$ cat src/vtqp_pkg.sv
`default_nettype none
package vtqp_pkg;
    localparam int DEF_SCREEN_WIDTH  = 512;
    localparam int DEF_SCREEN_HEIGHT = 512;
    localparam int DEF_FRACTION_BITS = 16;
    localparam int SINE_BITS = 16;

    localparam logic [2:0] REG_SCALE_X   = 3'd0;
    localparam logic [2:0] REG_SCALE_Y   = 3'd1;
    localparam logic [2:0] REG_SCALE_Z   = 3'd2;
    localparam logic [2:0] REG_ROT_AXIS  = 3'd3;
    localparam logic [2:0] REG_ROT_ANGLE = 3'd4;
    localparam logic [2:0] REG_SHEAR     = 3'd5;

    localparam logic [1:0] AXIS_X    = 2'd0;
    localparam logic [1:0] AXIS_Y    = 2'd1;
    localparam logic [1:0] AXIS_Z    = 2'd2;
    localparam logic [1:0] AXIS_NONE = 2'd3;

    typedef struct packed {
        logic signed [23:0] scale_x;
        logic signed [23:0] scale_y;
        logic signed [23:0] scale_z;
        logic [1:0]         rot_axis;
        logic [8:0]         rot_angle;
        logic signed [23:0] shear;
    } cfg_t;

    // quarter-wave sine, q1.16
    function automatic logic [16:0] sine_tab(input logic [6:0] i);
        logic [16:0] t;
        unique case (i)
            7'd0: t=17'd0; 7'd1: t=17'd1144; 7'd2: t=17'd2287; 7'd3: t=17'd3430;
            7'd4: t=17'd4572; 7'd5: t=17'd5712; 7'd6: t=17'd6850; 7'd7: t=17'd7987;
            7'd8: t=17'd9121; 7'd9: t=17'd10252; 7'd10: t=17'd11380; 7'd11: t=17'd12505;
            7'd12: t=17'd13626; 7'd13: t=17'd14742; 7'd14: t=17'd15855;
            7'd15: t=17'd16962; 7'd16: t=17'd18064; 7'd17: t=17'd19161;
            7'd18: t=17'd20252; 7'd19: t=17'd21336; 7'd20: t=17'd22415;
            7'd21: t=17'd23486; 7'd22: t=17'd24550; 7'd23: t=17'd25607;
            7'd24: t=17'd26656; 7'd25: t=17'd27697; 7'd26: t=17'd28729;
            7'd27: t=17'd29753; 7'd28: t=17'd30767; 7'd29: t=17'd31772;
            7'd30: t=17'd32768; 7'd31: t=17'd33754; 7'd32: t=17'd34729;
            7'd33: t=17'd35693; 7'd34: t=17'd36647; 7'd35: t=17'd37590;
            7'd36: t=17'd38521; 7'd37: t=17'd39441; 7'd38: t=17'd40348;
            7'd39: t=17'd41243; 7'd40: t=17'd42126; 7'd41: t=17'd42995;
            7'd42: t=17'd43852; 7'd43: t=17'd44695; 7'd44: t=17'd45525;
            7'd45: t=17'd46341; 7'd46: t=17'd47143; 7'd47: t=17'd47930;
            7'd48: t=17'd48703; 7'd49: t=17'd49461; 7'd50: t=17'd50203;
            7'd51: t=17'd50931; 7'd52: t=17'd51643; 7'd53: t=17'd52339;
            7'd54: t=17'd53020; 7'd55: t=17'd53684; 7'd56: t=17'd54332;
            7'd57: t=17'd54963; 7'd58: t=17'd55578; 7'd59: t=17'd56175;
            7'd60: t=17'd56756; 7'd61: t=17'd57319; 7'd62: t=17'd57865;
            7'd63: t=17'd58393; 7'd64: t=17'd58903; 7'd65: t=17'd59396;
            7'd66: t=17'd59870; 7'd67: t=17'd60326; 7'd68: t=17'd60764;
            7'd69: t=17'd61183; 7'd70: t=17'd61584; 7'd71: t=17'd61966;
            7'd72: t=17'd62328; 7'd73: t=17'd62672; 7'd74: t=17'd62997;
            7'd75: t=17'd63303; 7'd76: t=17'd63589; 7'd77: t=17'd63856;
            7'd78: t=17'd64104; 7'd79: t=17'd64332; 7'd80: t=17'd64540;
            7'd81: t=17'd64729; 7'd82: t=17'd64898; 7'd83: t=17'd65048;
            7'd84: t=17'd65177; 7'd85: t=17'd65287; 7'd86: t=17'd65376;
            7'd87: t=17'd65446; 7'd88: t=17'd65496; 7'd89: t=17'd65526;
            7'd90: t=17'd65536;
            default: t = 17'd0;
        endcase
        return t;
    endfunction

    // sine of a whole-degree angle below 360, q1.16 signed
    function automatic logic signed [17:0] sin_deg(input logic [8:0] d);
        logic [1:0]  q;
        logic [6:0]  r;
        logic [16:0] t;
        if (d >= 9'd270) begin
            q = 2'd3; r = 7'(d - 9'd270);
        end else if (d >= 9'd180) begin
            q = 2'd2; r = 7'(d - 9'd180);
        end else if (d >= 9'd90) begin
            q = 2'd1; r = 7'(d - 9'd90);
        end else begin
            q = 2'd0; r = d[6:0];
        end
        t = q[0] ? sine_tab(7'd90 - r) : sine_tab(r);
        return q[1] ? -$signed({1'b0, t}) : $signed({1'b0, t});
    endfunction

    function automatic logic signed [31:0] sat32(input logic signed [63:0] v);
        if (v > 64'sd2147483647) return 32'sh7fffffff;
        if (v < -64'sd2147483648) return 32'sh80000000;
        return v[31:0];
    endfunction
endpackage
`default_nettype wire

$ cat src/vtqp_quad.sv
`default_nettype none
// quadrant sequencer and pixel mapping, one point per cycle while a vertex is offered and the output is not stalled
module vtqp_quad #(
    parameter int SCREEN_WIDTH  = vtqp_pkg::DEF_SCREEN_WIDTH,
    parameter int SCREEN_HEIGHT = vtqp_pkg::DEF_SCREEN_HEIGHT,
    parameter int FRACTION_BITS = vtqp_pkg::DEF_FRACTION_BITS
) (
    input  wire logic              aclk,
    input  wire logic              aresetn,
    input  wire logic              in_valid,
    output logic                   in_ready,
    input  wire logic signed [31:0] in_x,
    input  wire logic signed [31:0] in_y,
    input  wire logic              in_last,
    output logic                   out_valid,
    input  wire logic              out_ready,
    output logic [39:0]            out_data
);
    localparam logic signed [47:0] ONE  = 48'sd1 <<< FRACTION_BITS;
    localparam logic signed [47:0] HALF = 48'sd1 <<< (FRACTION_BITS - 1);

    logic [1:0] q_reg, q_next;
    logic       busy;
    logic signed [47:0] vx, vy, nx, ny;
    logic signed [63:0] mx, my, px, py;
    logic signed [15:0] sx, sy;
    logic sat;
    logic ov_reg, ov_next;
    logic [39:0] od_reg, od_next;
    logic take;

    // per-vertex hold: keep the vertex until its fourth quadrant point is taken
    assign take     = in_valid && (!ov_reg || out_ready);
    assign in_ready = take && (q_reg == 2'd3);

    function automatic logic signed [63:0] tdiv(input logic signed [63:0] n,
                                                input int sh);
        // truncate toward zero by a power of two
        logic signed [63:0] b;
        b = (n < 0) ? n + ((64'sd1 <<< sh) - 64'sd1) : n;
        return b >>> sh;
    endfunction

    always_comb begin
        vx = q_reg[0] ? -48'(in_x) + HALF : 48'(in_x) - HALF;
        vy = q_reg[1] ? -48'(in_y) - HALF : 48'(in_y) + HALF;
        nx = vx + ONE;
        ny = ONE - vy;
        mx = 64'(nx) * 64'(SCREEN_WIDTH);
        my = 64'(ny) * 64'(SCREEN_HEIGHT);
        px = tdiv(mx, FRACTION_BITS + 1);
        py = tdiv(my, FRACTION_BITS + 1);
        sat = 1'b0;
        if (px > 64'sd32767) begin sx = 16'sh7fff; sat = 1'b1; end
        else if (px < -64'sd32768) begin sx = 16'sh8000; sat = 1'b1; end
        else sx = px[15:0];
        if (py > 64'sd32767) begin sy = 16'sh7fff; sat = 1'b1; end
        else if (py < -64'sd32768) begin sy = 16'sh8000; sat = 1'b1; end
        else sy = py[15:0];
        busy    = 1'b0;
        q_next  = q_reg;
        ov_next = ov_reg && !out_ready;
        od_next = od_reg;
        if (take) begin
            q_next  = q_reg + 2'd1;
            ov_next = 1'b1;
            od_next = {3'b000, sat, (q_reg == 2'd3) && in_last,
                       q_reg == 2'd3, q_reg, sy, sx};
            busy = 1'b1;
        end
    end

    always_ff @(posedge aclk) begin
        if (!aresetn) begin
            q_reg  <= 2'd0;
            ov_reg <= 1'b0;
        end else begin
            q_reg  <= q_next;
            ov_reg <= ov_next;
        end
    end
    always_ff @(posedge aclk) begin
        if (busy) od_reg <= od_next;
    end

    assign out_valid = ov_reg;
    assign out_data  = od_reg;
endmodule
`default_nettype wire

$ cat config.mk
export PLATFORM = sky130hd
export DESIGN_NAME = vtqp_quad
export DESIGN_NICKNAME = d
export VERILOG_FILES = /design/src/vtqp_pkg.sv /design/src/vtqp_quad.sv
export SDC_FILE = /design/constraint.sdc
export NUM_CORES = 1
export LEC_CHECK = 0
export BUFFER_PORTS_ARGS = -buffer_cell sky130_fd_sc_hd__buf_2
export CAP_MARGIN = 20
export CORE_ASPECT_RATIO = 0.7
export CORE_UTILIZATION = 35
export DETAILED_ROUTE_END_ITERATION = 12
export GPL_ROUTABILITY_DRIVEN = 0
export PLACE_DENSITY = 0.56
export SETUP_SLACK_MARGIN = 0.1
export SYNTH_ARGS = -nofsm -noshare
export SYNTH_HDL_FRONTEND = slang
export SYNTH_SLANG_ARGS = --single-unit
$ cat constraint.sdc
create_clock -name aclk -period 5.6 [get_ports aclk]
set_input_delay 0.28 -clock aclk [delete_from_list [all_inputs] [get_ports aclk]]
set_output_delay 0.28 -clock aclk [all_outputs]
set_load 0.02 [all_outputs]
Yosys cells after proc, flatten, opt, wreduce, memory -nomap -nowiden
Cells that the tools add are included.
{ "word_totals": {"ff_bits": 40, "latchBits": 0, "ramBits": 0, "rom_bits": 0, "output_inout_bits": 42, "word_cells": 42, "memories": 0} }
{ "op_classes": {"n_addsub": 11, "multipliers": 0, "n_div": 0, "n_lt_le_gt_ge": 6, "eq_ne": 1, "n_shift": 0, "n_mux": 9, "bitwise_logic": 0, "n_reduce_logical": 9} }
{ "ops": {"columns": ["operator", "count"], "rows": [
  ["$mux 64", 2],
  ["$add 57x18->58 const B", 2],
  ["$lt 57x1->1 const B", 2],
  ["$mux 48", 2],
  ["$neg 32->48", 2],
  ["$gt 47x16->1 const B", 2],
  ["$lt 47x16->1 const B", 2],
  ["$add 48x17->48 const B", 1],
  ["$add 48x18->48 const B", 1],
  ["$sub 18x48->48 const A", 1],
  ["$sub 48x17->48 const B", 1],
  ["$add 32x17->33 const B", 1],
  ["$sub 32x17->33 const B", 1],
  ["$mux 16", 2],
  ["$logic_and 1x1->1", 4],
  ["$mux 1", 3],
  ["$reduce_or 3->1", 1],
  ["$add 2x1->2 const B", 1],
  ["$eq 2x2->1 const B", 1],
  ["$logic_not 1->1", 2],
  ["$reduce_and 2->1", 1],
  ["$logic_or 1x1->1", 1]
]} }

Logic depth before layout (Yosys ltp)
Gate-level depths: netlist of the first run.
{ "logic_depth": {"word_depth": 8, "ltp_mapped": 21, "mapped_depth_nobuf": 18} }

Worst setup path after synthesis of the first run
OpenSTA, ideal clock, no wires.
{ "synth_path": {"path_type": "input port to flip-flop", "startpoint": "input in_y[0]", "endpoint": "register od_reg[18], in the netlist out_data[18] (data pin)", "setup_ns": 0.270, "arrival_ns": 4.939, "t_required_ns": 5.330, "setup_slack_ns": 0.391, "cell_stages": 20, "cell_sequence": "clkbuf_1 inv_1 ha_1 clkbuf_1 nor4bb_1 nand4_1 a21oi_1 xor2_1 or4_4 buf_6 nor4_2 xor2_1 nand2_1 or3_1 o31a_1 or4_1 buf_2 o31ai_4 buf_6 a21oi_1"} }
{ "synth_between": {"elab_chain_cells": 8, "elab_cells_between_ends": 11, "cone_classes": "add/sub (5); order compare (3); mux (3)"} }
{ "synth_rtl": {"columns": ["item", "line", "text"], "rows": [
  ["start: declaration", "vtqp_quad.sv:13", "input wire logic signed [31:0] in_y,"],
  ["$neg 32->48", "vtqp_quad.sv:46", "vy = q_reg[1] ? -48'(in_y) - HALF : 48'(in_y) + HALF;"],
  ["$sub 48x17->48", "vtqp_quad.sv:46", null],
  ["$mux 48 (*)", "vtqp_quad.sv:46", null],
  ["$sub 18x48->48 (*)", "vtqp_quad.sv:48", "ny = ONE - vy;"],
  ["$add 57x18->58 or $lt 57x1->1 (tied branches)", "vtqp_quad.sv:40", "b = (n < 0) ? n + ((64'sd1 <<< sh) - 64'sd1) : n;"],
  ["$mux 64 (*)", "vtqp_quad.sv:40", null],
  ["$lt 47x16->1", "vtqp_quad.sv:58", "else if (py < -64'sd32768) begin sy = 16'sh8000; sat = 1'b1; end"],
  ["$mux 16", "vtqp_quad.sv:58", null],
  ["end signal: assignment", "vtqp_quad.sv:83", "if (busy) od_reg <= od_next;"],
  ["end: declaration", "vtqp_quad.sv:29", "logic [39:0] od_reg, od_next;"]
]} }
Mark *: on every way between the ends. The rest lies on a longest branch, timed or not.
A chain may end at the register's enable or synchronous reset.

Worst setup path in the final report of the first run
{ "layout_path": {"startpoint": "input in_y[0]", "endpoint": "register od_reg[16], in the netlist out_data[16] (data pin)"} }
Same word-level chain as after synthesis.

==> results.cfg, run 1 <==
[layout]
nNetsFinal = 1193
drive_gt1_share_pct = 20.9
diodes = 0
fin_util_pct = 42.0
register_area_um2 = 1170
final_common_cell = buf_2
fillers = 2175
area_delta_synth_final_pct = 16.8
largest_reg_flops = 37
multi_input_area_um2 = 5960
layout_common_cells = 107 x buf_2, 81 x xnor2_1, 68 x nand2_1, 65 x buf_4, 63 x nor2_1

[die]
die_h_um = 125
rows = 44
core_um2 = 20900
die_w_um = 177
start_util_pct = 36.0
pin_count = 111
die_area_um2 = 22100

[critical_path]
worstSetupStartpointType = input port
crit_path_cell_trace = buf_2 > inv_1 > ha_1 > nor4bb_1 > nand4_1 > a21oi_1 > xor2_1 > or4_4 > nor4_4 > xor2_1 > nand2_1 > or3_1 > o31a_1 > or4_1 > o31ai_4 > o21ai_1
critical_path_class = input port to register
arrival_ns = 5.16
cp_num_buf_inv = 2
critical_path_required_ns = 5.60
cp_max_fo = 11
crit_slowest_cell = or4_1
cp.depth = 16
endpoint_kind = register
r2r_cells = 15
cp_top_family = simple AND/OR/NAND/NOR gates
crit_path_max_incr_delay_ns = 0.62
path_common_cell = xor2_1

[pwr]
p_leak_nw = 3.12
power.total_mw = 1.58
vdd_drop_max_mv = 0.120
p_per_area_nw_per_um2 = 180

[logic_synthesis]
synth_area_um2 = 7520
syn_inst = 1003
netlist_top_cells_area = edfxtp_1 15%, xnor2_1 9.4%, xor2_1 5.4%
synth_area_leader_cell = edfxtp_1
synth_seq_cells = 40
ys_seq_area_share_pct = 15.6
synth_area_per_cell_um2 = 7.50
async_flop_share_pct = 0
synth-edff-count = 37
synth_ff_type = edfxtp_1
yosysWarnings = 0
synth_top_area_share_pct = 14.8
ys_types = 99

[cts]
holdBufCountCts = 0
clockBufferDepth = 2
root_buffer = clkbuf_16
clock-sinks = 40
worstSkewPairLatency_ns = 0.28
htreeDepth = 2
cts.clk_slew.worst_paths_ns = 0.06
numCtsBuffers = 5
cts_tree = done

[global_routing]
grt_pass1_wl_mm = 40.4
overflow = 0
grt_max_degree = 50
antenna_found_initial = 0
grtUsageTotal_pct = 22.6
grt_pass1_vias = 7187

[min_path]
hold_depth = 2
hold_class = input port to register

[timing]
rsz0062_at_grt = no
post-route-min-period_ns = 5.16
timing.final.crit_share_pct = 92.2
finalSetupViolations = 0
drv_slew = 0
relSlewSlack_pct = 45.3
worstMarginPinSlew_ns = 0.810
skew_ns = 0.00463
clock.fmax_mhz = 194
fin_setup_tns_ns = 0
hold_viol = 0

[drt]
drc = 0
ant_nets = 0
firstDrtPassIters = 6
wl_mm = 25.6
wl_per_cell_um = 18.4
num_vias = 8413
routed_via_density = 6.05
initialDrtViolationCount = 902

[placed_design]
numPortBuffers = 107
dp_hpwl_mm = 20.9

[status]
outcome = finished, final reports clean

[job]
cap_violations = 0
synth_stat cells, types with 7 or more instances:
cell,number
a211o_1,7
a211oi_1,9
a21boi_0,9
a21o_1,9
a21oi_1,42
a31oi_1,26
a41oi_1,11
and2_1,21
and3_1,18
and4_1,16
buf_2,18
clkbuf_1,39
edfxtp_1,37
ha_1,11
inv_1,27
mux2i_1,8
nand2_1,68
nand2b_1,11
nand3_1,38
nand4_1,31
nor2_1,63
nor3_1,44
nor3b_1,7
nor4_1,36
nor4b_1,7
o211ai_1,11
o21a_1,9
o21ai_0,37
o21ai_1,16
o31ai_1,12
or3_1,18
or4_1,16
xnor2_1,81
xor2_1,46
final timing paths:
| kind | start | to | slack, ns |
|---|---|---|---|
| setup / recovery | in_y[0] | out_data[16]$_SDFFCE_PN1P_ | 0.44 |
| setup reg to reg | q_reg[1]$_SDFFE_PN0P_ | out_data[16]$_SDFFCE_PN1P_ | 0.49 |
| hold / removal | aresetn | q_reg[0]$_SDFFE_PN0P_ | 0.27 |
| hold reg to reg | out_valid$_SDFF_PN0_ | out_valid$_SDFF_PN0_ | 0.56 |
layout make-up:
type / instances / share of cell area (%)
clock inverters: 2 / 0.441
inverters: 28 / 1.20
clock buffers: 6 / 1.58
flip-flops and latches: 40 / 13.3
repair buffers: 172 / 11.6
multi-input cells: 866 / 67.9
well taps: 276 / 3.93
metrics by stage:
| step | instance area [um2] | cells | worst slack (ns) | hold slack, ns |
|---|---|---|---|---|
| final | 8790 | 1390 | 0.436 | 0.267 |
| after global routing | 8790 | 1390 | 0.160 | 0.264 |
| after CTS | 8740 | 1390 | 0.309 | 0.258 |
| after detailed placement | 8570 | 1382 | 0.0243 | 0.538 |
| after global placement | 8570 | 1382 | 0.0185 | 0.524 |
| after floorplan | 7530 | 1005 | 0.391 | 0.402 |
power by group:
group / internal (mW) / switching, mW
Clock: 0.223 / 0.108
Combinational: 0.315 / 0.554
Sequential: 0.367 / 0.0141
timing repair:
item                                    CTS  global route
endpoints found under the setup margin    0            31
buffers inserted                          0             0
gates resized for setup                   0             8
endpoints found under the hold margin     0             0
routing by layer:
metal	vias up	track usage (%)	wire (um)
met2	384	29.5	9550
met5	-	0	0
met1	3923	38.7	13500
li1	4095	-	-
met3	11	3.02	2480
met4	0	1.57	89
cell families after synthesis:
group,Yosys count,share of synthesized area [%]
and+or+nand+nor,438,33.9
muxes,14,1.96
xor gates and xnor gates,127,14.8
AOI/OAI and AO/OA,272,25.9
adders and majority gates,12,1.96
buffers and inverters,99,5.82
DFF,40,15.6
other,1,0.0499
Note: power is estimated with default switching activity, not from simulation.
==> run 2, diff against run 1 <==
--- a/config.mk
+++ b/config.mk
@@ -7,11 +7,13 @@
 export LEC_CHECK = 0
 export BUFFER_PORTS_ARGS = -buffer_cell sky130_fd_sc_hd__buf_2
 export CAP_MARGIN = 20
+export CELL_PAD_IN_SITES_DETAIL_PLACEMENT = 0
+export CELL_PAD_IN_SITES_GLOBAL_PLACEMENT = 1
 export CORE_ASPECT_RATIO = 0.7
 export CORE_UTILIZATION = 35
 export DETAILED_ROUTE_END_ITERATION = 12
 export GPL_ROUTABILITY_DRIVEN = 0
-export PLACE_DENSITY = 0.56
+export PLACE_DENSITY = 0.72
 export SETUP_SLACK_MARGIN = 0.1
 export SYNTH_ARGS = -nofsm -noshare
 export SYNTH_HDL_FRONTEND = slang
==> results.cfg, run 2 (synthesized netlist as in run 1, its figures left out) <==
[placed_design]
dp_hpwl_mm = 21.7
place_ws_ns = 0.0759
dp.cells = 1378
numPortBuffers = 107

[cts]
clock-sinks = 40
cts_setup_buffers = 0
root_buffer = clkbuf_16
clockBufferDepth = 2
cts_tree = done
worstSkewPairLatency_ns = 0.28
htreeDepth = 2
numCtsBuffers = 5
cts_resized = 0
cts.clk_slew.worst_paths_ns = 0.06
holdBufCountCts = 0

[global_routing]
grt_pass1_vias = 7251
grt_pass1_wl_mm = 41.4
grtUsageTotal_pct = 23.5
antenna_found_initial = 0
overflow = 0
grt_max_degree = 27

[timing]
clock.fmax_mhz = 193
rsz0062_at_grt = no
hold_viol = 0
setup_ws_ns = 0.420
relSlewSlack_pct = 47.9
post-route-min-period_ns = 5.18
skew_ns = 0.00393
drv_slew = 0
worstMarginPinSlew_ns = 0.780
finalSetupViolations = 0
fin_setup_tns_ns = 0
timing.final.crit_share_pct = 92.5

[drt]
wl_met3_mm = 2.55
wl_per_cell_um = 19.0
initialDrtViolationCount = 1015
ant_nets = 0
routed_via_density = 6.04
wl_met2_mm = 9.46
num_vias = 8376
wl_met1_mm = 14.1
firstDrtPassIters = 6
drc = 0
wl_mm = 26.3
highest_layer = met4

[die]
core_um2 = 20900
die_h_um = 125
die_area_um2 = 22100
die_w_um = 177
start_util_pct = 36.0
rows = 44
pin_count = 111

[layout]
layout_common_cells = 107 x buf_2, 81 x xnor2_1, 68 x nand2_1, 63 x nor2_1, 61 x buf_4
largest_reg_flops = 37
multi_input_area_um2 = 5960
drive_gt1_share_pct = 20.6
final_common_cell = buf_2
diodes = 0
area_delta_synth_final_pct = 16.3
finalNonFillerCells = 1386
register_area_um2 = 1170
nNetsFinal = 1189
fillers = 2210

[critical_path]
critical_path_class = input port to register
cp_max_fo = 11
r2r_cells = 15
regToRegStartpoint = q_reg[1]$_SDFFE_PN0P_
arrival_ns = 5.18
reg2reg_setup_slack_ns = 0.51
critical_path_required_ns = 5.60
reg2reg_to = out_data[18]$_SDFFCE_PN1P_
endpoint_kind = register
worstSetupStartpointType = input port

[status]
outcome = finished, final reports clean

[job]
cap_violations = 0

[pwr]
p_per_area_nw_per_um2 = 179
vdd_drop_max_mv = 0.144
p_leak_nw = 3.08

[min_path]
hold_start = aresetn
hold_end = q_reg[0]$_SDFFE_PN0P_
hold_depth = 2
hold_class = input port to register
## run 2: cell count changes in the layout (fill, tap and decap cells not counted), sizes merged
cell / before / now
inv: 27 / 28
buf: 172 / 168
clkinv: 2 / 1
clkbuf: 6 / 5
clkinvlp: 0 / 1
## run 2: critical path: stages
cell and delay, ns:
buf_2 0.13, inv_1 0.07, ha_1 0.36, nor4bb_1 0.34, nand4_1 0.19, a21oi_1 0.27
xor2_1 0.15, or4_4 0.59, nor4_4 0.45, xor2_1 0.23, nand2_1 0.13, or3_1 0.41
o31a_1 0.32, or4_1 0.62, o31ai_4 0.49, a21oi_1 0.14
## run 2: where the power goes
part           switching (mW)  internal [mW]
sequential             0.0140          0.367
combinational           0.554          0.308
clock                   0.113          0.212
total                   0.681          0.886
## run 2: stage by stage
step / cell area, um2 / hold WS, ns / power, mW / util, %
6_report: 8750 / 0.275 / 1.57 / 41.8
3_5_place_dp: 8540 / 0.525 / 1.23 / 40.8
5_1_grt: 8750 / 0.279 / 1.67 / 41.8
3_3_place_gp: 8540 / 0.518 / 1.23 / 40.8
4_1_cts: 8710 / 0.261 / 1.56 / 41.6
2_1_floorplan: 7530 / 0.402 / 0.965 / -
## run 2: final cells by class
| class | count | share of cell area, % |
|---|---|---|
| inverters | 28 | 1.20 |
| clock buffers | 5 | 1.43 |
| flip-flops and latches | 40 | 13.4 |
| multi-input cells | 866 | 68.1 |
| repair buffers | 168 | 11.4 |
| well taps | 276 | 3.95 |
| clock inverters | 3 | 0.529 |
## run 2: how the worst max path moves through the flow
stage | startpoint | to | slack, ns | cells after the start
detailed placement | in_y[15] | out_data[18]$_SDFFCE_PN1P_ | 0.08 | 15
global placement | in_y[15] | out_data[26]$_SDFFCE_PN1P_ | 0.02 | 15
global route | in_y[0] | out_data[26]$_SDFFCE_PN1P_ | 0.12 | 16
CTS | in_y[15] | out_data[18]$_SDFFCE_PN1P_ | 0.35 | 15
floorplan | in_y[0] | out_data[18]$_SDFFCE_PN1P_ | 0.39 | 20
finish | in_y[0] | out_data[18]$_SDFFCE_PN1P_ | 0.42 | 16
## run 2: routing by layer
layer  vias to the layer above  GRT usage (%)
li1                       4086              -
met3                        14           4.09
met1                      3867           40.5
met5                         -              0
met2                       409           28.9
met4                         0           2.94
==> run 3, diff against run 2 <==
==> constraint.sdc (replaced) <==
create_clock -name aclk -period 6.4 [get_ports aclk]
set_input_delay 0.32 -clock aclk [delete_from_list [all_inputs] [get_ports aclk]]
set_output_delay 0.32 -clock aclk [all_outputs]
set_load 0.02 [all_outputs]
==> results.cfg, run 3 (synthesized netlist as in run 1, its figures left out) <==
[layout]
fin_area_um2 = 8440
drive_gt1_share_pct = 17.4
final_common_cell = buf_2
multi_input_area_um2 = 5930
largest_reg_flops = 37
fillers = 2205
nNetsFinal = 1153
diodes = 0
area_delta_synth_final_pct = 12.3
layout_common_cells = 107 x buf_2, 81 x xnor2_1, 68 x nand2_1, 63 x nor2_1, 46 x xor2_1
register_area_um2 = 1170

[timing]
setup_ws_ns = 0.526
clock.fmax_mhz = 170
timing.final.crit_share_pct = 91.8
fin_setup_tns_ns = 0
finalSetupViolations = 0
skew_ns = 0.00697
hold_ws_ns = 0.298
worstMarginPinSlew_ns = 1.11
drv_slew = 0
relSlewSlack_pct = 25.0
hold_viol = 0
rsz0062_at_grt = no
post-route-min-period_ns = 5.87

[critical_path]
crit_slowest_cell = or4_1
crit_path_max_incr_delay_ns = 0.69
worstSetupStartpointType = input port
cp.depth = 16
cp_num_buf_inv = 2
cp_top_family = simple AND/OR/NAND/NOR gates
crit_path_cell_trace = buf_2 > inv_1 > ha_1 > nor4bb_1 > nand4_1 > a21oi_1 > xor2_1 > or4_4 > nor4_2 > xor2_1 > nand2_1 > or3_1 > o31a_1 > or4_1 > o31ai_4 > o21ai_1
critical_path_class = input port to register
startpoint = in_y[0]
path_common_cell = xor2_1
endpoint_kind = register
reg2reg_setup_slack_ns = 0.83
arrival_ns = 5.88
reg2reg_to = out_data[26]$_SDFFCE_PN1P_
r2r_cells = 13
critical_path_required_ns = 6.41
regToRegStartpoint = q_reg[1]$_SDFFE_PN0P_
cp_max_fo = 15
endpoint = out_data[26]$_SDFFCE_PN1P_

[global_routing]
grtUsageTotal_pct = 23.0
antenna_found_initial = 0
grt_max_degree = 50
grt_pass1_vias = 7025
grt_pass1_wl_mm = 40.6
overflow = 0

[cts]
cts_tree = done
cts.clk_slew.worst_paths_ns = 0.06
worstSkewPairLatency_ns = 0.28
cts_setup_buffers = 0
root_buffer = clkbuf_16
htreeDepth = 2
clockBufferDepth = 2
clock-sinks = 40
numCtsBuffers = 5

[drt]
ant_nets = 0
wl_mm = 25.6
firstDrtPassIters = 6
num_vias = 8249
wl_per_cell_um = 19.0
drc = 0
initialDrtViolationCount = 1035
routed_via_density = 6.11

[pwr]
vdd_drop_max_mv = 0.112
clkPwrFrac_pct = 21.4
p_int_mw = 0.756
p_per_area_nw_per_um2 = 159
p_leak_nw = 2.90
p_sw_mw = 0.589
swShare_pct = 43.8
power.total_mw = 1.35
seq_power_share_pct = 24.8
comb_power_share_pct = 53.9

[die]
die_h_um = 125
start_util_pct = 36.0
rows = 44
core_um2 = 20900
die_w_um = 177
pin_count = 111
die_area_um2 = 22100

[placed_design]
place_area_um2 = 8270
place_ws_ns = 0.342
dp_hpwl_mm = 20.8
numPortBuffers = 107

[min_path]
hold_class = input port to register

[status]
outcome = finished, final reports clean

[job]
cap_violations = 0
-- run 3: changes by cell type in the layout (fill, tap and decap cells not counted) --
| cell | change |
|---|---|
| a21oi_1 | +1 |
| a21oi_2 | -1 |
| a41oi_1 | +1 |
| a41oi_2 | -1 |
| buf_4 | -36 |
| nor3_1 | +1 |
| nor3_2 | -1 |
| nor4_1 | +1 |
| nor4_2 | -1 |
| o31ai_1 | +1 |
| o31ai_2 | -1 |
| xor2_1 | +1 |
| xor2_2 | -1 |
-- run 3: area by class of cell --
type	instances	area share, %
multi-input cells	866	70.2
flip-flops and latches	40	13.9
repair buffers	132	8.57
well taps	276	4.09
clock buffers	5	1.48
inverters	28	1.24
clock inverters	3	0.548
-- run 3: per-stage QoR --
step / util, % / std cells
after floorplan: - / 1005
after global placement: 39.5 / 1342
after detailed placement: 39.5 / 1342
after CTS: 40.3 / 1350
after global routing: 40.4 / 1350
final: 40.4 / 1350
-- run 3: timing repair --
item                       in CTS  in global routing
gates resized for setup         0                  1
hold buffers                    0                  0
setup endpoints to repair       0                 11
-- run 3: routing by layer --
layer  vias up  routed length [um]  track usage, %
met3        15                2570            4.40
li1       4012                   -               -
met4         0                 150            2.59
met1      3856               14000            40.2
met2       366                8930            27.4
met5         -                   0               0
-- run 3: how the worst min path moves through the flow --
stage	start	end	slack [ns]	depth (start not counted)
5_1_grt	aresetn	out_valid$_SDFF_PN0_	0.32	2
2_1_floorplan	q_reg[1]$_SDFFE_PN0P_	out_data[33]$_DFFE_PP_	0.43	0
4_1_cts	in_valid	out_valid$_SDFF_PN0_	0.29	3
3_3_place_gp	out_valid$_SDFF_PN0_	out_valid$_SDFF_PN0_	0.53	2
3_5_place_dp	out_valid$_SDFF_PN0_	out_valid$_SDFF_PN0_	0.52	2
6_report	in_valid	out_valid$_SDFF_PN0_	0.30	3
-- run 3: power groups by stage --
| stage | logic (mW) | registers, mW | clock network (mW) |
|---|---|---|---|
| 6_report | 0.725 | 0.333 | 0.287 |
| 5_1_grt | 0.792 | 0.336 | 0.302 |
| 4_1_cts | 0.709 | 0.334 | 0.293 |
| 3_5_place_dp | 0.707 | 0.339 | 0 |
| 3_3_place_gp | 0.707 | 0.339 | 0 |
| 2_1_floorplan | 0.480 | 0.364 | 0 |
-- run 3: worst reg2reg max path, delay by kind of cell, from the launching register on --
kind / cells / cell delay (ns)
buffers and inverters: 1 / 0.42
flip-flops: 1 / 0.65
AND/OR/NAND/NOR: 7 / 2.76
AO/OA/AOI/OAI: 4 / 1.15
XOR/XNOR: 1 / 0.33
